<file path="config.mk">
export PLATFORM = sky130hd
export DESIGN_NAME = cbez_fifo
export DESIGN_NICKNAME = d
export VERILOG_FILES = /design/src/sv/cbez_pkg.sv /design/src/sv/cbez_fifo.sv
export SDC_FILE = /design/constraint.sdc
export NUM_CORES = 1
export LEC_CHECK = 0
export BUFFER_PORTS_ARGS = -buffer_cell sky130_fd_sc_hd__buf_4
export CAP_MARGIN = 20
export CORE_AREA = 2 2 305 307
export CTS_CLUSTER_SIZE = 40
export DETAILED_ROUTE_END_ITERATION = 6
export DIE_AREA = 0 0 307 309
export SLEW_MARGIN = 20
export SYNTH_ARGS = -nofsm -noshare
export SYNTH_HDL_FRONTEND = slang
export SYNTH_SLANG_ARGS = --single-unit
</file>
<file path="constraint.sdc">
create_clock -name i_clk -period 14.2 [get_ports i_clk]
set_input_delay 0.71 -clock i_clk [delete_from_list [all_inputs] [get_ports i_clk]]
set_output_delay 0.71 -clock i_clk [all_outputs]
set_load 0.02 [all_outputs]
</file>
<file path="src/sv/cbez_pkg.sv">
`timescale 1ns / 1ps

package cbez_pkg;

    // Coordinates and points
    localparam int COORD_W    = 32;
    localparam int NUM_AXES   = 3;
    localparam int NUM_CP     = 4;
    localparam int NUM_COORDS = NUM_AXES * NUM_CP;

    // Point count register
    localparam int PPC_W      = 7;
    localparam int PPC_RESET  = 30;
    localparam int MIN_POINTS = 2;
    localparam int MAX_POINTS = 64;
    localparam int IDX_W      = $clog2(MAX_POINTS);

    // Parameter t, Q1.16 so that t = 1 is exact
    localparam int T_FRAC    = 16;
    localparam int T_W       = T_FRAC + 1;
    localparam int T_ONE_INT = 1 << T_FRAC;
    localparam logic [T_W-1:0] T_ONE = {1'b1, {T_FRAC{1'b0}}};
    localparam int T2_W      = 2 * T_W - 1;

    // Bernstein weights: exact in 2^-48, rounded to 2^-30
    localparam int RAW_W     = T2_W + T_W;
    localparam int RND_W     = RAW_W + 2;
    localparam int RAW_SHIFT = 3 * T_FRAC - 30;
    localparam int WGT_FRAC  = 30;
    localparam int W_W       = WGT_FRAC + 1;
    localparam int WSUM_W    = W_W + 2;

    // Blend products and sums
    localparam int PROD_W    = 2 * COORD_W;
    localparam int SUM_RND_W = PROD_W - WGT_FRAC;

    // Queue between front and back
    localparam int FIFO_DEPTH = 2;
    localparam int FIFO_AW    = $clog2(FIFO_DEPTH);

    typedef logic signed [COORD_W-1:0] t_coord;

    typedef struct packed {
        t_coord [NUM_COORDS-1:0] coords;
        logic   [IDX_W-1:0]      last_idx;
    } t_curve;

    typedef struct packed {
        logic [IDX_W-1:0] idx;
        logic             last;
    } t_tag;

endpackage

</file>
<file path="src/sv/cbez_fifo.sv">
`timescale 1ns / 1ps

module cbez_fifo (
    input  logic              i_clk,
    input  logic              i_rst_n,
    input  logic              i_push_valid,
    output logic              o_push_ready,
    input  cbez_pkg::t_curve  i_push_data,
    output logic              o_pop_valid,
    input  logic              i_pop_ready,
    output cbez_pkg::t_curve  o_pop_data
);

    cbez_pkg::t_curve                r_mem [cbez_pkg::FIFO_DEPTH];
    logic [cbez_pkg::FIFO_AW-1:0]    r_wptr;
    logic [cbez_pkg::FIFO_AW-1:0]    r_rptr;
    logic [cbez_pkg::FIFO_AW:0]      r_count;
    logic                            w_push;
    logic                            w_pop;

    assign o_push_ready = (r_count != (cbez_pkg::FIFO_AW + 1)'(cbez_pkg::FIFO_DEPTH));
    assign o_pop_valid  = (r_count != '0);
    assign o_pop_data   = r_mem[r_rptr];
    assign w_push       = i_push_valid && o_push_ready;
    assign w_pop        = o_pop_valid && i_pop_ready;

    always_ff @(posedge i_clk) begin
        if (!i_rst_n) begin
            r_wptr  <= '0;
            r_rptr  <= '0;
            r_count <= '0;
        end else begin
            if (w_push) begin
                r_wptr <= r_wptr + cbez_pkg::FIFO_AW'(1);
            end
            if (w_pop) begin
                r_rptr <= r_rptr + cbez_pkg::FIFO_AW'(1);
            end
            case ({w_push, w_pop})
                2'b10:   r_count <= r_count + (cbez_pkg::FIFO_AW + 1)'(1);
                2'b01:   r_count <= r_count - (cbez_pkg::FIFO_AW + 1)'(1);
                default: r_count <= r_count;
            endcase
        end
    end

    always_ff @(posedge i_clk) begin
        if (w_push) begin
            r_mem[r_wptr] <= i_push_data;
        end
    end

endmodule

</file>
# Yosys cells after proc, flatten, opt, wreduce, memory -nomap -nowiden
# Memories as Yosys holds them, arrays and structs flattened. A register that Yosys moved wholly into a read port is not among the register bits.
# Cells that the tools add are included.
# classes
addsub,4
eq_ne,3
n_mux,5
reduce_logical,4
# ops
op,count
1-bit two-way mux,4
2-bit one-hot mux with 2 select lines,1
2-bit nonzero test,2
"1-bit adder, second input constant",2
"2-bit by 1-bit adder with 2-bit output, second input constant",1
"2-bit by 1-bit equality test with 1-bit output, second input constant",1
"2-bit equality test, second input constant",1
1-bit logical AND,2
"2-bit != test, second input constant",1
"2-bit by 1-bit subtractor with 2-bit output, second input constant",1
# word_totals
memories,1
wordCells,20
ram_bits,780
output_inout_bits,392
in_bits,394
register_bits,4
# memory_table
memory,depth,word_bits,rd,rd_clocked_by_memory_dff,write_ports,line_no,source
r_mem,2,390,1,1,1,cbez_fifo.sv:14,cbez_pkg::t_curve r_mem [cbez_pkg::FIFO_DEPTH];

# Depth between registers and ports, before layout
# depth
word_depth,4
depth_mapped,6
depth_no_buf,6

# Worst setup path before layout
# OpenSTA, ideal clock, no wires.
# synth_path
path_kind,register to register
from,register r_count[0] (netlist name)
to,"memory r_mem[1][0] (netlist name), enable pin"
slack_ps,3759
stages_incl_launch_ff,3
n_path_buf,0
synth_period_minus_slack_ps,10441
required_ps,13393
setup_ps,807
arrival_ps,9635
cell_sequence,dfxtp_1 -> nand2b_1 -> and3_1
# synth_between
elab_chain_len,4
# synth_lines
element,line_no,source
from (decl),cbez_fifo.sv:17,logic [cbez_pkg::FIFO_AW:0] r_count;
from (signal assigned),cbez_fifo.sv:40,2'b10: r_count <= r_count + (cbez_pkg::FIFO_AW + 1)'(1);
from (signal assigned),cbez_fifo.sv:41,2'b01: r_count <= r_count - (cbez_pkg::FIFO_AW + 1)'(1);
from (signal assigned),cbez_fifo.sv:42,default: r_count <= r_count;
2-bit != test,cbez_fifo.sv:21,assign o_push_ready = (r_count != (cbez_pkg::FIFO_AW + 1)'(cbez_pkg::FIFO_DEPTH));
named net o_push_ready,cbez_fifo.sv:7,"output logic o_push_ready,"
1-bit logical AND,cbez_fifo.sv:24,assign w_push = i_push_valid && o_push_ready;
1-bit two-way mux,cbez_fifo.sv:48,if (w_push) begin
1-bit two-way mux (not written as such),cbez_fifo.sv:49,r_mem[r_wptr] <= i_push_data;
to (decl),cbez_fifo.sv:14,
# The timed path passes the listed nets, and every way through them passes these cells.

==> results.md <==
- The flow ran to the end, and the final reports show no timing, DRC or antenna violations.
- The initialized floorplan defines 111 standard-cell rows.
- The worst clock skew is 29.16 ps.
- The clock-pin slew of the registers on the worst-case setup and hold paths is 60 ps.
- The max-capacitance violation count is 0.
- The maximum level of the CTS H-tree is 3.
- The reported leakage power is 14.29 nW.
- Measured along the y axis, the die boundary spans 309 µm.
- The number of sinks driven by the clock tree is approximately 790.
- The count of cells along the worst register-to-register path is 5.
- Counting flops and latches in the post-synthesis netlist gives 785.
- The final critical-path share of the clock period is 33.06%.
- The primary flip-flop cell chosen by synthesis mapping is sky130_fd_sc_hd__edfxtp_1.
- The detailed-route wire length per cell is roughly 20 µm.
- The count of warnings emitted by yosys is 0.
- The post-synthesis average cell area is 23.21 µm².
- The final setup violation count is 0.
- When the netlist entered floorplanning its net count stood at 1,632.
- The clock period minus final worst setup slack is ~4700 ps.
- The hold buffer count at cts is 0.
- The critical path in this run is classified as reg -> out.
- Setup repair after global routing left no endpoint under its margin.
- Summing the areas of all compound-gate instances in the mapped netlist gives 0.1307% of the synthesized area.
- By area, the combinational part of the netlist is dominated by multiplexers.
- Pin placement for this block handled 786 I/O pins.
- Port buffering added 785 buffers.
- The count of cell types in the netlist is 21.
- STA classifies the critical path endpoint as an output port.
- At the end of routability-driven placement, the weighted congestion stood at 0.7772.
- Summed over all instances, the cell type with the most area after synthesis is sky130_fd_sc_hd__edfxtp_1.
- The tightest min-delay check is of the in -> reg type.
- The number of nets in the layout is 2,473.
- STA classifies the critical path startpoint as a register.
- The root buffer selected by CTS is sky130_fd_sc_hd__clkbuf_16.
- In this run the post-CTS setup repair buffer count came out at 0.
- The core region is 91,390 µm².
- The xor/xnor cell area share of the yosys netlist is less than 1%.
- By instance count, the leading cell after synthesis is sky130_fd_sc_hd__edfxtp_1.
- The number of antenna violations at the first check in global routing was 2.
- Gates resized during post-CTS repair numbered 0.
- The area of the die is 94,860 µm².
- Of all nets on the critical path, the largest fanout is 76.
- Data on the critical path is required at its endpoint by around 13,000 ps.
- Ranked by instance count, the synthesized netlist is headed by sky130_fd_sc_hd__edfxtp_1, sky130_fd_sc_hd__mux2_2, sky130_fd_sc_hd__mux2_4.
- The accumulated negative setup slack is 0 ps.
- Summed over its instances, the top area cell type makes up 81.59% of the synthesized netlist area.
- The cell area power density is 191.8 nW/µm².
- Sequential cells were found to cover 81.94% of the synthesized design area.
- In this run the tightest slew margin relative to its limit is 27.37%.
- Clock tree synthesis inserted a total of 83 buffers.
- The final core utilization is roughly 42%.
- The detailed router placed 14.58k vias in this run.
- The routed design has 67,960 µm of wire.
- The fraction of final layout cells with drive strength greater than 1 is 60.86%.
- Dividing the detail-routed via count by the number of cells gives 4.380.
- The maximum VDD drop is between 0.15 and 0.2 mV.
- The area share of fa/ha/maj cells after synthesis is less than 1%.
- The number of global-route vias before repair is 15.58k.
- At the worst endpoint, the arrival time is 3990 ps.
- The later pin in the worst-skew pair is clocked with a latency of 630 ps.
- The detail route stage leaves a number of antenna-violating nets equal to 0.
- After synthesis, the share of flip-flops with an asynchronous set or reset is 0%.
- The number of flops mapped to enable cells by yosys is 780.
- Entering global routing, the biggest net connects roughly 160 pins.
- The leftover overflow at the end of global routing is 0.
- For the pin with the worst max-slew slack, the measured transition is 1089 ps.
- The count of pins over their slew limit is 0.
- The aggregate global-route resource usage is 13.51%.
- In the synthesized netlist, mux cells make up between 15 and 20% of the area.
- The post-synthesis instance area is 28,710 µm².
- The DRC violation count after routing is 0.
- After Yosys synthesis, and, or, nand and nor cells account for less than 1% of the synthesized area.
- Ranked by total cell area, the synthesized netlist is headed by sky130_fd_sc_hd__edfxtp_1, sky130_fd_sc_hd__mux2_2, sky130_fd_sc_hd__mux2_4.
- The die outline width is 307 µm.
- Along the worst hold path, the cell count comes to 1.
- TritonCTS built the clock tree.
- The HPWL reported at the end of detailed placement is 47,210 µm.
- In the synthesized netlist, the number of instances is 1,237.
- The first detailed-routing pass took 5 iterations.
- The buffer levels on the longest clock path is 3.
- The maximum clock rate is 213.0 MHz.
- The wire length of the first global-routing pass is about 96,000 µm.
- Compared with the post-synthesis result, the final layout area differs by 34.38%.
- The number of endpoints with negative hold slack in the final report was 0.
- The DRC marker count from the first detailed-route iteration is 879.
- Once the floorplan was initialized, standard cells occupied 31.42% of the core.
==> power by group <==
| group | internal [mW] | switching (mW) | total, mW |
|---|---|---|---|
| clock | 1.26 | 0.851 | 2.11 |
| sequential | 2.93 | 0.0975 | 3.02 |
| combinational | 1.03 | 1.24 | 2.27 |
==> metrics by stage <==
step                instances  hold slack (ps)  cell area [µm²]  setup WS [ps]  power [mW]
detailed placement       3179            527.0            35940           9407       5.370
CTS                      3327            176.8            38580           9394       7.500
global route             3328            205.7            38580           9269       7.687
finish                   3328            254.8            38580           9505       7.400
floorplan                1237            486.0            28710           3759       4.550
global placement         3179            509.2            35940           9513       5.338
==> critical path: stages (launching register included) <==
cell and delay [ps]:
sky130_fd_sc_hd__dfxtp_4 1030, sky130_fd_sc_hd__buf_4 780, sky130_fd_sc_hd__buf_4 790, sky130_fd_sc_hd__mux2_2 420
sky130_fd_sc_hd__buf_4 160
==> cell usage in the layout (no fill, tap or decap) <==
cell,n
sky130_fd_sc_hd__inv_6,3
sky130_fd_sc_hd__and3_4,1
sky130_fd_sc_hd__edfxtp_1,780
sky130_fd_sc_hd__nor2b_1,2
sky130_fd_sc_hd__and2_1,1
sky130_fd_sc_hd__clkinvlp_4,2
sky130_fd_sc_hd__clkbuf_16,85
sky130_fd_sc_hd__clkbuf_1,17
sky130_fd_sc_hd__mux2_2,290
sky130_fd_sc_hd__bufinv_16,9
sky130_fd_sc_hd__nand2_1,1
sky130_fd_sc_hd__xnor2_1,3
sky130_fd_sc_hd__a21boi_0,2
sky130_fd_sc_hd__inv_8,2
sky130_fd_sc_hd__a21bo_2,1
sky130_fd_sc_hd__buf_12,1
sky130_fd_sc_hd__or3_1,1
sky130_fd_sc_hd__clkinv_2,9
sky130_fd_sc_hd__diode_2,1
sky130_fd_sc_hd__o21a_1,1
sky130_fd_sc_hd__buf_4,798
sky130_fd_sc_hd__mux2_4,100
sky130_fd_sc_hd__nand3b_1,1
sky130_fd_sc_hd__ha_1,1
sky130_fd_sc_hd__nand2b_1,1
sky130_fd_sc_hd__or2_2,1
sky130_fd_sc_hd__dfxtp_1,4
sky130_fd_sc_hd__clkinv_1,22
sky130_fd_sc_hd__dfxtp_4,1
sky130_fd_sc_hd__o21ai_0,1
==> routing by layer <==
layer  wire length, µm  global-route usage (%)  share of wire [%]  vias up
met5                 0                       0                  0        -
met4              1828                   5.286                2.7        0
met3              6728                   5.659                9.9      110
met2             35400                   24.34                 52      563
met1             24000                   13.86                 35     7252
li1                  -                       -                  -     6650
==> layout make-up <==
type | instances | area [µm²]
inverter | 1 | 11.26
tap | 1186 | 1484
fill | 8085 | 52810
sequential | 785 | 23530
timing repair buffer | 799 | 6011
clock buffer | 102 | 2191
multi-input combinational | 408 | 4903
antenna | 1 | 2.502
clock inverter | 46 | 450.4
==> sequential cells by signal (all words and copies together) (netlist names), named ones only <==
name,count
r_rptr,1
r_wptr,1
r_mem,780
r_count,2
==> final timing paths <==
kind	from	to	slack, ps
worst min register to register	r_rptr$_SDFFE_PN0P_	r_rptr$_SDFFE_PN0P_	540
worst max-delay path	register	o_pop_data[227]	9500
worst max register to register	r_count[0]$_SDFFE_PN0P_	r_mem[1][282]$_DFFE_PP_	9610
worst min-delay path	i_push_data[73]	r_mem[0][73]$_DFFE_PP_	250
==> cells by family (layout without fill, tap and decap cells) <==
| group | Yosys count | in the layout |
|---|---|---|
| flip-flops | 785 | 785 |
| multiplexers | 390 | 390 |
| buffers and inverters | 44 | 948 |
| AND/OR/NAND/NOR | 9 | 9 |
| AO/OA/AOI/OAI | 5 | 5 |
| XOR/XNOR | 3 | 3 |
| adder cells (fa/ha/maj) | 1 | 1 |
| other | 0 | 1 |
No activity file was read; power rests on OpenSTA's default activity.
