`src/sv/cbez_pkg.sv`:
```
`timescale 1ns / 1ps

package cbez_pkg;

    // Coordinates and points
    localparam int COORD_W    = 32;
    localparam int NUM_AXES   = 3;
    localparam int NUM_CP     = 4;
    localparam int NUM_COORDS = NUM_AXES * NUM_CP;

    // Point count register
    localparam int PPC_W      = 7;
    localparam int PPC_RESET  = 30;
    localparam int MIN_POINTS = 2;
    localparam int MAX_POINTS = 64;
    localparam int IDX_W      = $clog2(MAX_POINTS);

    // Parameter t, Q1.16 so that t = 1 is exact
    localparam int T_FRAC    = 16;
    localparam int T_W       = T_FRAC + 1;
    localparam int T_ONE_INT = 1 << T_FRAC;
    localparam logic [T_W-1:0] T_ONE = {1'b1, {T_FRAC{1'b0}}};
    localparam int T2_W      = 2 * T_W - 1;

    // Bernstein weights: exact in 2^-48, rounded to 2^-30
    localparam int RAW_W     = T2_W + T_W;
    localparam int RND_W     = RAW_W + 2;
    localparam int RAW_SHIFT = 3 * T_FRAC - 30;
    localparam int WGT_FRAC  = 30;
    localparam int W_W       = WGT_FRAC + 1;
    localparam int WSUM_W    = W_W + 2;

    // Blend products and sums
    localparam int PROD_W    = 2 * COORD_W;
    localparam int SUM_RND_W = PROD_W - WGT_FRAC;

    // Queue between front and back
    localparam int FIFO_DEPTH = 2;
    localparam int FIFO_AW    = $clog2(FIFO_DEPTH);

    typedef logic signed [COORD_W-1:0] t_coord;

    typedef struct packed {
        t_coord [NUM_COORDS-1:0] coords;
        logic   [IDX_W-1:0]      last_idx;
    } t_curve;

    typedef struct packed {
        logic [IDX_W-1:0] idx;
        logic             last;
    } t_tag;

endpackage

```
`src/sv/cbez_in_if.sv`:
```
`timescale 1ns / 1ps

interface cbez_in_if;
    logic                   valid;
    logic                   ready;
    cbez_pkg::t_coord       start_x;
    cbez_pkg::t_coord       start_y;
    cbez_pkg::t_coord       start_z;
    cbez_pkg::t_coord       ctrl_a_x;
    cbez_pkg::t_coord       ctrl_a_y;
    cbez_pkg::t_coord       ctrl_a_z;
    cbez_pkg::t_coord       ctrl_b_x;
    cbez_pkg::t_coord       ctrl_b_y;
    cbez_pkg::t_coord       ctrl_b_z;
    cbez_pkg::t_coord       end_x;
    cbez_pkg::t_coord       end_y;
    cbez_pkg::t_coord       end_z;

    modport source (
        output valid, start_x, start_y, start_z, ctrl_a_x, ctrl_a_y, ctrl_a_z,
               ctrl_b_x, ctrl_b_y, ctrl_b_z, end_x, end_y, end_z,
        input  ready
    );

    modport sink (
        input  valid, start_x, start_y, start_z, ctrl_a_x, ctrl_a_y, ctrl_a_z,
               ctrl_b_x, ctrl_b_y, ctrl_b_z, end_x, end_y, end_z,
        output ready
    );
endinterface

```
`src/sv/cbez_cfg_if.sv`:
```
`timescale 1ns / 1ps

interface cbez_cfg_if;
    logic                          valid;
    logic                          ready;
    logic [cbez_pkg::PPC_W-1:0]    points_per_curve;

    modport source (
        output valid, points_per_curve,
        input  ready
    );

    modport sink (
        input  valid, points_per_curve,
        output ready
    );
endinterface

```
`src/sv/cbez_front.sv`:
```
`timescale 1ns / 1ps

module cbez_front (
    input  logic              i_clk,
    input  logic              i_rst_n,
    cbez_cfg_if.sink          i_cfg,
    cbez_in_if.sink           i_curve,
    output logic              o_push_valid,
    input  logic              i_push_ready,
    output cbez_pkg::t_curve  o_push_data
);

    logic [cbez_pkg::PPC_W-1:0] r_ppc;
    logic [cbez_pkg::PPC_W-1:0] w_points;
    logic [cbez_pkg::PPC_W-1:0] w_last_wide;

    // Point count register, always writable
    assign i_cfg.ready = 1'b1;

    always_ff @(posedge i_clk) begin
        if (!i_rst_n) begin
            r_ppc <= cbez_pkg::PPC_W'(cbez_pkg::PPC_RESET);
        end else if (i_cfg.valid) begin
            r_ppc <= i_cfg.points_per_curve;
        end
    end

    // Clamp the count into the supported range and tag the curve with its last index
    always_comb begin
        if (r_ppc < cbez_pkg::PPC_W'(cbez_pkg::MIN_POINTS)) begin
            w_points = cbez_pkg::PPC_W'(cbez_pkg::MIN_POINTS);
        end else if (r_ppc > cbez_pkg::PPC_W'(cbez_pkg::MAX_POINTS)) begin
            w_points = cbez_pkg::PPC_W'(cbez_pkg::MAX_POINTS);
        end else begin
            w_points = r_ppc;
        end
        w_last_wide = w_points - cbez_pkg::PPC_W'(1);
    end

    assign o_push_valid  = i_curve.valid;
    assign i_curve.ready = i_push_ready;

    always_comb begin
        o_push_data.coords[0]  = i_curve.start_x;
        o_push_data.coords[1]  = i_curve.start_y;
        o_push_data.coords[2]  = i_curve.start_z;
        o_push_data.coords[3]  = i_curve.ctrl_a_x;
        o_push_data.coords[4]  = i_curve.ctrl_a_y;
        o_push_data.coords[5]  = i_curve.ctrl_a_z;
        o_push_data.coords[6]  = i_curve.ctrl_b_x;
        o_push_data.coords[7]  = i_curve.ctrl_b_y;
        o_push_data.coords[8]  = i_curve.ctrl_b_z;
        o_push_data.coords[9]  = i_curve.end_x;
        o_push_data.coords[10] = i_curve.end_y;
        o_push_data.coords[11] = i_curve.end_z;
        o_push_data.last_idx   = w_last_wide[cbez_pkg::IDX_W-1:0];
    end

endmodule

```
`src/flat_wrapper.sv`:
```
// flat-port wrapper written by rule: the top's interface ports become plain ports
module cbez_front_flat 
  (i_clk, i_rst_n, o_push_valid, i_push_ready, o_push_data, i_cfg_valid, i_cfg_points_per_curve, i_cfg_ready, i_curve_valid, i_curve_start_x, i_curve_start_y, i_curve_start_z, i_curve_ctrl_a_x, i_curve_ctrl_a_y, i_curve_ctrl_a_z, i_curve_ctrl_b_x, i_curve_ctrl_b_y, i_curve_ctrl_b_z, i_curve_end_x, i_curve_end_y, i_curve_end_z, i_curve_ready);
  cbez_cfg_if i_cfg_i ();
  cbez_in_if i_curve_i ();
  input  logic i_clk;
  input  logic i_rst_n;
  output logic o_push_valid;
  input  logic i_push_ready;
  output cbez_pkg::t_curve o_push_data;
  input wire logic [$bits(i_cfg_i.valid)-1:0] i_cfg_valid;
  input wire logic [$bits(i_cfg_i.points_per_curve)-1:0] i_cfg_points_per_curve;
  output wire logic [$bits(i_cfg_i.ready)-1:0] i_cfg_ready;
  input wire logic [$bits(i_curve_i.valid)-1:0] i_curve_valid;
  input wire logic [$bits(i_curve_i.start_x)-1:0] i_curve_start_x;
  input wire logic [$bits(i_curve_i.start_y)-1:0] i_curve_start_y;
  input wire logic [$bits(i_curve_i.start_z)-1:0] i_curve_start_z;
  input wire logic [$bits(i_curve_i.ctrl_a_x)-1:0] i_curve_ctrl_a_x;
  input wire logic [$bits(i_curve_i.ctrl_a_y)-1:0] i_curve_ctrl_a_y;
  input wire logic [$bits(i_curve_i.ctrl_a_z)-1:0] i_curve_ctrl_a_z;
  input wire logic [$bits(i_curve_i.ctrl_b_x)-1:0] i_curve_ctrl_b_x;
  input wire logic [$bits(i_curve_i.ctrl_b_y)-1:0] i_curve_ctrl_b_y;
  input wire logic [$bits(i_curve_i.ctrl_b_z)-1:0] i_curve_ctrl_b_z;
  input wire logic [$bits(i_curve_i.end_x)-1:0] i_curve_end_x;
  input wire logic [$bits(i_curve_i.end_y)-1:0] i_curve_end_y;
  input wire logic [$bits(i_curve_i.end_z)-1:0] i_curve_end_z;
  output wire logic [$bits(i_curve_i.ready)-1:0] i_curve_ready;
  assign i_cfg_i.valid = i_cfg_valid;
  assign i_cfg_i.points_per_curve = i_cfg_points_per_curve;
  assign i_cfg_ready = i_cfg_i.ready;
  assign i_curve_i.valid = i_curve_valid;
  assign i_curve_i.start_x = i_curve_start_x;
  assign i_curve_i.start_y = i_curve_start_y;
  assign i_curve_i.start_z = i_curve_start_z;
  assign i_curve_i.ctrl_a_x = i_curve_ctrl_a_x;
  assign i_curve_i.ctrl_a_y = i_curve_ctrl_a_y;
  assign i_curve_i.ctrl_a_z = i_curve_ctrl_a_z;
  assign i_curve_i.ctrl_b_x = i_curve_ctrl_b_x;
  assign i_curve_i.ctrl_b_y = i_curve_ctrl_b_y;
  assign i_curve_i.ctrl_b_z = i_curve_ctrl_b_z;
  assign i_curve_i.end_x = i_curve_end_x;
  assign i_curve_i.end_y = i_curve_end_y;
  assign i_curve_i.end_z = i_curve_end_z;
  assign i_curve_ready = i_curve_i.ready;
  cbez_front u_core (.i_clk(i_clk), .i_rst_n(i_rst_n), .i_cfg(i_cfg_i), .i_curve(i_curve_i), .o_push_valid(o_push_valid), .i_push_ready(i_push_ready), .o_push_data(o_push_data));
endmodule
```
`config.mk`:
```
export PLATFORM = sky130hd
export DESIGN_NAME = cbez_front_flat
export DESIGN_NICKNAME = d
export VERILOG_FILES = /design/src/sv/cbez_pkg.sv /design/src/sv/cbez_in_if.sv /design/src/sv/cbez_cfg_if.sv /design/src/sv/cbez_front.sv /design/src/flat_wrapper.sv
export SDC_FILE = /design/constraint.sdc
export NUM_CORES = 1
export LEC_CHECK = 0
export ABC_AREA = 1
export BUFFER_PORTS_ARGS = -buffer_cell sky130_fd_sc_hd__buf_2
export CAP_MARGIN = 20
export CORE_AREA = 2 2 303 305
export DETAILED_ROUTE_END_ITERATION = 10
export DIE_AREA = 0 0 305 307
export GPL_ROUTABILITY_DRIVEN = 0
export REMOVE_ABC_BUFFERS = 1
export SYNTH_ARGS = -nofsm -noshare
export SYNTH_HDL_FRONTEND = slang
export SYNTH_SLANG_ARGS = --single-unit
```
`constraint.sdc`:
```
create_clock -name i_clk -period 2.2 [get_ports i_clk]
set_clock_uncertainty 0.2 [all_clocks]
set_input_delay 0.55 -clock i_clk [delete_from_list [all_inputs] [get_ports i_clk]]
set_output_delay 0.55 -clock i_clk [all_outputs]
set_load 0.02 [all_outputs]
```
[Yosys cells after proc, flatten, opt, wreduce, memory -nomap -nowiden]
Index checks and enable logic that the tools add are counted.
Word-level totals
  flip-flop bits (word level): 7
  bits of input ports: 396
  output and inout port bits: 393
  logic and storage cells: 6
Cells by class
  $lt $le $gt $ge: 2
  mux-type cells: 2
  $add $sub $neg: 1
Operator list (count)
  two-way mux 6 bit: 2
  greater-than comparator 7 bit, second input constant: 1
  less-than comparator 7 x 2 -> 1 bit, second input constant: 1
  subtractor 6 x 1 -> 6 bit, second input constant: 1

[Logic depth before layout (Yosys ltp)]
Gate-level depths: netlist (run 1).
  word-level depth: 4
  gate-level depth with buffers: 8
  gate-level depth less buffers: 8

[Worst setup path after synthesis (run 1)]
No wires, ideal clock.
  kind: reg-to-output
  from: reg u_core.r_ppc[3] (netlist name)
  to: out o_push_data[4] (netlist name)
  cell stages (with the launch flop): 8
  arrival time: 1466 ps
  slack: -16 ps
  data required time: 1450 ps
  cell sequence: dfxtp_1 > inv_1 > nand3_2 > nand3_1 > ha_1 > nand2_1 > nor2_1 > o22ai_1
RTL lines
  start: declaration: RTL line cbez_front.sv:13  | logic [cbez_pkg::PPC_W-1:0] r_ppc;
  start signal: assignment: RTL line cbez_front.sv:22  | r_ppc <= cbez_pkg::PPC_W'(cbez_pkg::PPC_RESET);
  start signal: assignment: RTL line cbez_front.sv:24  | r_ppc <= i_cfg.points_per_curve;
  end: declaration: RTL line flat_wrapper.sv:10  | output cbez_pkg::t_curve o_push_data;

==> results.md, run 1 <==
- Outcome: complete, but fails checks
- Failing checks: setup timing
- Drc violations: 0
- Placed Instances: 1257
- CP startpoint kind: register
- Chip Width: 305 um
- Initial DRC count: 415
- Synth Cell Area: 0.003302 mm^2
- Core ar.: 0.09069 mm^2
- Crit path buf inv count: 1
- Leakage power: 0.3156 nW
- Top cells by area, synth: buf_4 88%, dfxtp_1 4.2%, nand2_1 1.5%
- Overall Global Routing Usage: 32.84%
- Cell mode on critical path: nand2_2
- Slew Viols, Final: 0
- Peak VDD IR: 389.7 uV
- Synthesis Warnings: 0
- Cell taking the most area after synthesis: buf_4
- Clk sink count: 7
- Largest net degree at the start of global routing: 10
- Vias in the first global route: 1574
- Layout area overhead: -35.77%
- Crit Path Class: reg -> out
- Initial antenna violation count: 3
- Syn Inst Count: 444
- Crit path DAT: 1510 ps
- CTS H-tree depth: 1
- Overflow after GRT: 0
- Final worst slack: -57.79 ps
- Nets: 477
- Vias per cell: 1.990
- Post-synth top area share: 87.99%
- Maxcap violations: 0
- CTS tree: yes
- Clk_lat worst skew: 230 ps
- Largest reg by FF count: u_core.r_ppc
- Root Driver: clkbuf_16
- Layout cell share with drive strength beyond 1: 48.10%
- Vert. Die Dim: 307 um
- Final instance area: 0.002121 mm^2
- RSZ-0062 raised after global routing: true
- Layout Cells excl Fill: 1265
- Avg WL per Cell: 125.1 um
- Hold WC Path Type: reg -> reg
- First-pass GRT wire length: 163400 um
- Synth cell types: 20
- Most common cell after layout, fill and taps aside: nand2_1
- Max clock buf depth: 2
- Largest register FFs: 7
- Post-DP HPWL: 157100 um
- Core Util, Final: 2.338%
- ANT nets after route: 0
- Final Critical Period: 2258 ps
- Vias: 2517
- Filler cells: 10834
- Synthesized area per cell: 7.437 um^2
- Num CTS Buffers: 3
- Total placed instance area: 0.001951 mm^2
- Crit-path max FO: 2
- Most frequent cells in the layout: 12 x nand2_1, 11 x buf_2, 6 x buf_4
- CP Data Required Time: 1450 ps
- Sequential share of the synthesized area: 4.244%
- Period utilization: 102.6%
- Top flop regs: u_core.r_ppc (7)
- Final WL: 158300 um
- Crit-path cells: nor2_4 > nand3_2 > nand2_2 > nand2_4 > ha_4 > nand2_2 > nor2_2 > o22ai_1 > buf_4
- Port buffer count: 15
- Boundary pin count: 789
- Clock slew at reported path FFs: 40 ps
- Synth Register Bits: 7
- N_diodes: 0
- Crit path largest cell delay: 330 ps
- Setup violators final: 1
- Slowest-stage cell, CP: dfxtp_2
- CP top delay family: simple AND/OR/NAND/NOR gates
- Initial Util: 3.641%
- Row cnt: 111
- Final Hold Vio Count: 0
- Hold Buf Count CTS: 0
- FMAX: 442.9 MHz
- Die area: 0.09364 mm^2
- Tot Pwr: 601.7 uW
- Power Dens Cells: 283.7 mW/mm^2
- Critical Path End Type: output port
- Drt first pass iters: 4
[cells by family after synthesis]
logic type | Yosys count | synth area share (%)
buf+inv | 394 | 88.82
simple gates | 29 | 4.282
compound gates | 10 | 1.629
flops | 7 | 4.244
xor+xnor | 2 | 0.5306
fa+ha+maj | 1 | 0.3789
other cells | 1 | 0.1136
[stage by stage]
| step | setup WS, ps | setup TNS (ps) | hold slack [ps] |
|---|---|---|---|
| 2_1_floorplan | -16.02 | -16.02 | 269.9 |
| 3_3_place_gp | 73.18 | 0 | 299.1 |
| 3_5_place_dp | 87.91 | 0 | 288.3 |
| 4_1_cts | -91.06 | -97.81 | 304.1 |
| 5_1_grt | -142.6 | -341.3 | 315.8 |
| 6_report | -57.79 | -57.79 | 298.1 |
[cell type report]
class                      count  area, um^2  area share (%)
clock buffer                   4       78.83           3.717
sequential                     7       151.4           7.139
inverter                       6       22.52           1.062
tap                         1186        1484           69.97
timing repair buffer          19       122.6           5.782
multi-input combinational     43       261.5           12.33
[path summary, 6_finish.rpt]
kind	from	end	slack [ps]	depth (start not counted)
min	u_core.r_ppc[4]$_SDFFE_PN1P_	u_core.r_ppc[4]$_SDFFE_PN1P_	300	2
max	u_core.r_ppc[2]$_SDFFE_PN1P_	o_push_data[4]	-60	9
min reg2reg	u_core.r_ppc[4]$_SDFFE_PN1P_	u_core.r_ppc[4]$_SDFFE_PN1P_	300	2
max reg2reg	u_core.r_ppc[5]$_SDFFE_PN0P_	u_core.r_ppc[5]$_SDFFE_PN0P_	1220	3
[repair_timing]
item | CTS | global route
endpoints found under the setup margin | 3 | 5
setup buffers | 2 | 2
pin swaps | 6 | 6
gates resized for setup | 11 | 9
[cells in the mapped netlist]
master,instances
a21oi_1,3
buf_2,1
buf_4,387
conb_1,1
dfxtp_1,7
ha_1,1
inv_1,5
inv_2,1
nand2_1,13
nand2_2,2
nand3_1,4
nand3_2,2
nor2_1,6
nor2_2,1
nor2_4,1
o21ai_0,5
o21bai_1,1
o22ai_1,1
xnor2_1,1
xor2_1,1
[metal layers]
| layer | GRT usage, % | vias up | wire (um) |
|---|---|---|---|
| met5 | 37.16 | - | 4871 |
| met4 | 16.96 | 62 | 10460 |
| met3 | 50.14 | 134 | 49850 |
| met2 | 65.57 | 1403 | 87990 |
| met1 | 1.967 | 693 | 5111 |
| li1 | - | 225 | - |
[power by group]
group	switching, mW	total [mW]	internal [mW]
logic	0.0859	0.143	0.0575
clock network	0.0716	0.313	0.241
registers	0.00844	0.145	0.137
total	0.166	0.602	0.436
[worst reg2reg max path: stages (launching register included)]
cell and delay, ps:
dfxtp_4 340, buf_4 130, o21ai_0 150, nor2_1 50
Power figures use the tool's default switching activity.
==> inputs of run 2 (changes only) <==
--- a/config.mk
+++ b/config.mk
@@ -12,6 +12,7 @@
 export DETAILED_ROUTE_END_ITERATION = 10
 export DIE_AREA = 0 0 305 307
 export GPL_ROUTABILITY_DRIVEN = 0
+export RECOVER_POWER = 50
 export REMOVE_ABC_BUFFERS = 1
 export SYNTH_ARGS = -nofsm -noshare
 export SYNTH_HDL_FRONTEND = slang
==> constraint.sdc (replaced) <==
create_clock -name i_clk -period 2.4 [get_ports i_clk]
set_clock_uncertainty 0.2 [all_clocks]
set_input_delay 0.6 -clock i_clk [delete_from_list [all_inputs] [get_ports i_clk]]
set_output_delay 0.6 -clock i_clk [all_outputs]
set_load 0.02 [all_outputs]
==> results.md, run 2 (same netlist as run 1, synthesis figures left out) <==
- Initial DRC count: 342
- CTS tree: yes
- Root Driver: clkbuf_16
- Crit Path Class: reg -> out
- Die area: 0.09364 mm^2
- Critical Path End Type: output port
- Worst R2R Setup Slack: 1510 ps
- GR Util met1: 4.394%
- CP startpoint kind: register
- Post-DP HPWL: 157100 um
- Crit path DAT: 1530 ps
- Most frequent cells in the layout: 12 x nand2_1, 12 x buf_2, 6 x nor2_1
- Row cnt: 111
- Power Dens Cells: 255.1 mW/mm^2
- Boundary pin count: 789
- Overflow after GRT: 0
- Chip Width: 305 um
- Layout cell share with drive strength beyond 1: 38.16%
- Worst Hold End: u_core.r_ppc[2]$_SDFFE_PN1P_
- Drt first pass iters: 4
- Overall Global Routing Usage: 33.04%
- Cell mode on critical path: nand2_2
- Outcome: complete, no violations
- Largest reg by FF count: u_core.r_ppc
- Core ar.: 0.09069 mm^2
- Period utilization: 97.09%
- Met3 GRT Util: 48.46%
- Worst r2r src: u_core.r_ppc[5]$_SDFFE_PN0P_
- CP Data Required Time: 1600 ps
- Vias: 2484
- Port buffer count: 15
- ANT nets after route: 0
- Vert. Die Dim: 307 um
- Maxcap violations: 0
- Crit-path max FO: 3
- Setup tns final: 0 ps
- Most Crowded Layer GR: met2
- RSZ-0062 raised after global routing: true
- Tot Pwr: 528.2 uW
- Avg WL per Cell: 125.9 um
- Setup violators final: 0
- Initial antenna violation count: 3
- R2R depth: 2
- Vias in the first global route: 1604
- First-pass GRT wire length: 164100 um
- Peak VDD IR: 478.6 uV
- Final Critical Period: 2330 ps
- Clock slew at reported path FFs: 30 ps
- Slowest-stage cell, CP: dfxtp_2
- CTS H-tree depth: 1
- Hold path cells: 2
- Drc violations: 0
- Clk_lat worst skew: 230 ps
- Met2 usage: 63.41%
- Largest register FFs: 7
- Slew Viols, Final: 0
- RR Endpoint: u_core.r_ppc[5]$_SDFFE_PN0P_
- Hold WC Path Type: reg -> reg
- Nets: 474
- Crit path largest cell delay: 330 ps
- Final WL: 159200 um
- Vias per cell: 1.965
- Top flop regs: u_core.r_ppc (7)
- Crit-path cells: nor2_4 > nand3_2 > nand2_2 > nand2_4 > ha_4 > nand2_2 > nor2_1 > o22ai_1 > buf_4
- Final instance area: 0.002071 mm^2
- Num CTS Buffers: 3
- Hold Buf Count CTS: 0
- FMAX: 429.1 MHz
- Max clock buf depth: 2
- Final worst slack: 69.77 ps
- Final Hold Vio Count: 0
- Layout area overhead: -37.29%
- Initial Util: 3.641%
- Placed Instances: 1257
- Leakage power: 0.2907 nW
- Min-delay src: u_core.r_ppc[2]$_SDFFE_PN1P_
- Largest net degree at the start of global routing: 10
- Total placed instance area: 0.001951 mm^2
- Pre-CTS WS: 239.1 ps
- Layout Cells excl Fill: 1264
- Clk sink count: 7
[run 2: stage by stage]
step	utilization (%)	hold WS (ps)
after global placement	2.151	298.0
final	2.283	299.4
after detailed placement	2.151	291.5
after CTS	2.243	298.4
after global routing	2.283	348.0
after floorplan	-	269.9
[run 2: final cells by class]
class                           count  area [um^2]
Multi-Input combinational cell     43        254.0
Sequential cell                     7        143.9
Clock buffer                        4        78.83
Fill cell                       10828        88620
Timing Repair Buffer               16        82.58
Tap cell                         1186         1484
Antenna cell                        2        5.005
Inverter                            6        22.52
[run 2: worst max-delay path by stage]
stage | to | slack [ps] | cells past startpoint | start
final | o_push_data[4] | 70 | 9 | u_core.r_ppc[2]$_SDFFE_PN1P_
after global routing | o_push_data[4] | -20 | 9 | u_core.r_ppc[2]$_SDFFE_PN1P_
after CTS | o_push_data[4] | 20 | 9 | u_core.r_ppc[4]$_SDFFE_PN1P_
after detailed placement | o_push_data[4] | 240 | 9 | u_core.r_ppc[5]$_SDFFE_PN0P_
after global placement | o_push_data[4] | 230 | 9 | u_core.r_ppc[5]$_SDFFE_PN0P_
after floorplan | o_push_data[4] | 130 | 7 | u_core.r_ppc[3]$_SDFFE_PN1P_
[run 2: critical path: cells and delay by family, from the launching register on]
family          cells  cell delay, ps
flops               1             330
fa+ha+maj           1             160
simple gates        6             470
buf+inv             1             170
compound gates      1             180
[run 2: repair_timing]
action / 4_1_cts / 5_1_grt
pin swaps: 1 / 5
setup buffers: 0 / 1
hold endpoints to repair: 0 / 0
endpoints found under the setup margin: 1 / 2
gates resized for setup: 2 / 7
[run 2: report_power, final]
part	internal (mW)	total (mW)	leakage [nW]	switching (mW)
clock	0.221	0.278	0.0382	0.0578
combinational	0.0398	0.115	0.194	0.0754
sequential	0.126	0.135	0.0581	0.00851
total	0.387	0.528	0.291	0.142
[run 2: routing by layer]
| layer | part of all wire, % | vias up |
|---|---|---|
| li1 | - | 221 |
| met1 | 5.7 | 702 |
| met2 | 53 | 1360 |
| met3 | 30 | 155 |
| met4 | 8.7 | 46 |
| met5 | 2.1 | - |
==> inputs of run 3 (changes only) <==
--- a/config.mk
+++ b/config.mk
@@ -8,11 +8,10 @@
 export ABC_AREA = 1
 export BUFFER_PORTS_ARGS = -buffer_cell sky130_fd_sc_hd__buf_2
 export CAP_MARGIN = 20
-export CORE_AREA = 2 2 303 305
+export CORE_AREA = 2 2 308 310
 export DETAILED_ROUTE_END_ITERATION = 10
-export DIE_AREA = 0 0 305 307
+export DIE_AREA = 0 0 310 312
 export GPL_ROUTABILITY_DRIVEN = 0
-export RECOVER_POWER = 50
 export REMOVE_ABC_BUFFERS = 1
 export SYNTH_ARGS = -nofsm -noshare
 export SYNTH_HDL_FRONTEND = slang
==> constraint.sdc (replaced) <==
create_clock -name i_clk -period 2.8 [get_ports i_clk]
set_clock_uncertainty 0.2 [all_clocks]
set_input_delay 0.7 -clock i_clk [delete_from_list [all_inputs] [get_ports i_clk]]
set_output_delay 0.7 -clock i_clk [all_outputs]
set_load 0.02 [all_outputs]
==> results.md, run 3 (same netlist as run 1, synthesis figures left out) <==
- Outcome: complete, no violations
- Vias in the first global route: 1649
- Critical Path End Type: output port
- Drt first pass iters: 5
- Crit-path cells: nor2_2 > nand3_2 > nand2_2 > nand2_2 > ha_1 > nand2_1 > nor2_1 > o22ai_1 > buf_2
- Crit path DAT: 1690 ps
- Layout area overhead: -35.96%
- Initial Util: 3.549%
- CP Data Required Time: 1900 ps
- Crit Path Class: reg -> out
- Overall Global Routing Usage: 32.06%
- Slowest-stage cell, CP: dfxtp_1
- Layout Cells excl Fill: 1329
- Vert. Die Dim: 312 um
- N_diodes: 0
- RSZ-0062 raised after global routing: false
- Leakage power: 0.2870 nW
- Vias per cell: 1.798
- Core ar.: 0.09305 mm^2
- First-pass GRT wire length: 163800 um
- Post-DP HPWL: 157100 um
- Overflow after GRT: 0
- Setup tns final: 0 ps
- Most common cell after layout, fill and taps aside: buf_2
- Crit-path max FO: 3
- Worst Setup SP: u_core.r_ppc[5]$_SDFFE_PN0P_
- Chip Width: 310 um
- Largest net degree at the start of global routing: 10
- Clk sink count: 7
- Worst Hold Slack: 298.1 ps
- CTS H-tree depth: 1
- Root Driver: clkbuf_16
- Post-CTS Setup Inserts: 0
- Initial antenna violation count: 1
- Post-CTS resize count: 0
- Nets: 473
- Period utilization: 92.48%
- Crit path largest cell delay: 320 ps
- CTS tree: yes
- Avg WL per Cell: 120.1 um
- Final Hold Vio Count: 0
- Port buffer count: 15
- Top flop regs: u_core.r_ppc (7)
- ANT nets after route: 0
- Placed Instances: 1325
- Die area: 0.09672 mm^2
- Cell mode on critical path: nand2_2
- Hold WC Path Type: reg -> reg
- FMAX: 386.2 MHz
- Final WL: 159600 um
- Slew Viols, Final: 0
- Worst r2r src: u_core.r_ppc[3]$_SDFFE_PN1P_
- Largest reg by FF count: u_core.r_ppc
- Hold path cells: 2
- Initial DRC count: 458
- Vias: 2389
- Drc violations: 0
- Setup violators final: 0
- Max clock buf depth: 2
- Clock slew at reported path FFs: 40 ps
- Largest register FFs: 7
- CP startpoint kind: register
- Peak VDD IR: 319.9 uV
- Most frequent cells in the layout: 15 x buf_2, 13 x nand2_1, 7 x dfxtp_1
- Layout cell share with drive strength beyond 1: 33.33%
- Power Dens Cells: 215.1 mW/mm^2
- Final Critical Period: 2589 ps
- R2R depth: 2
- Hold Buf Count CTS: 0
- Row cnt: 112
- Min-delay src: u_core.r_ppc[4]$_SDFFE_PN1P_
- Boundary pin count: 789
- Clk_lat worst skew: 230 ps
- Num CTS Buffers: 3
- Maxcap violations: 0
- Filler cells: 11207
[run 3: where the power goes]
group | internal, mW | switching [mW] | leakage (nW) | total, mW
sequential | 0.107 | 0.00726 | 0.0583 | 0.115
clock | 0.190 | 0.0570 | 0.0382 | 0.247
combinational | 0.0288 | 0.0647 | 0.191 | 0.0935
[run 3: area by class of cell]
type	count	area [um^2]	area share, %
tap	1254	1569	74.20
multi-input combinational	43	229.0	10.83
sequential	7	140.1	6.627
clock buffer	4	78.83	3.728
timing repair buffer	15	75.07	3.550
inverter	6	22.52	1.065
[run 3: worst paths after layout]
path | endpoint | slack (ps)
worst min register to register | u_core.r_ppc[4]$_SDFFE_PN1P_ | 300
worst max register to register | u_core.r_ppc[3]$_SDFFE_PN1P_ | 1840
worst max-delay path | o_push_data[4] | 210
worst min-delay path | u_core.r_ppc[4]$_SDFFE_PN1P_ | 300
[run 3: critical path, delay by kind of cell (launching register included)]
kind | cells | cell delay (ps)
simple gates | 6 | 520
buf+inv | 1 | 210
compound gates | 1 | 200
fa+ha+maj | 1 | 210
flops | 1 | 320
[run 3: through the flow]
| stage | util, % | setup WS, ps | instance area, um^2 | total power [mW] |
|---|---|---|---|---|
| floorplan | - | 434.0 | 391.6 | 0.1662 |
| global placement | 2.188 | 533.6 | 2036 | 0.2065 |
| detailed placement | 2.188 | 501.1 | 2036 | 0.2067 |
| CTS | 2.272 | 215.6 | 2115 | 0.4578 |
| global route | 2.272 | 138.9 | 2115 | 0.4728 |
| finish | 2.272 | 210.7 | 2115 | 0.4548 |
[run 3: routing by layer]
layer | wire length (um) | global-route usage [%] | up-vias
li1 | - | - | 219
met1 | 8188 | 3.805 | 723
met2 | 86150 | 61.92 | 1260
met3 | 49400 | 47.62 | 137
met4 | 12500 | 19.05 | 50
met5 | 3380 | 25.43 | -
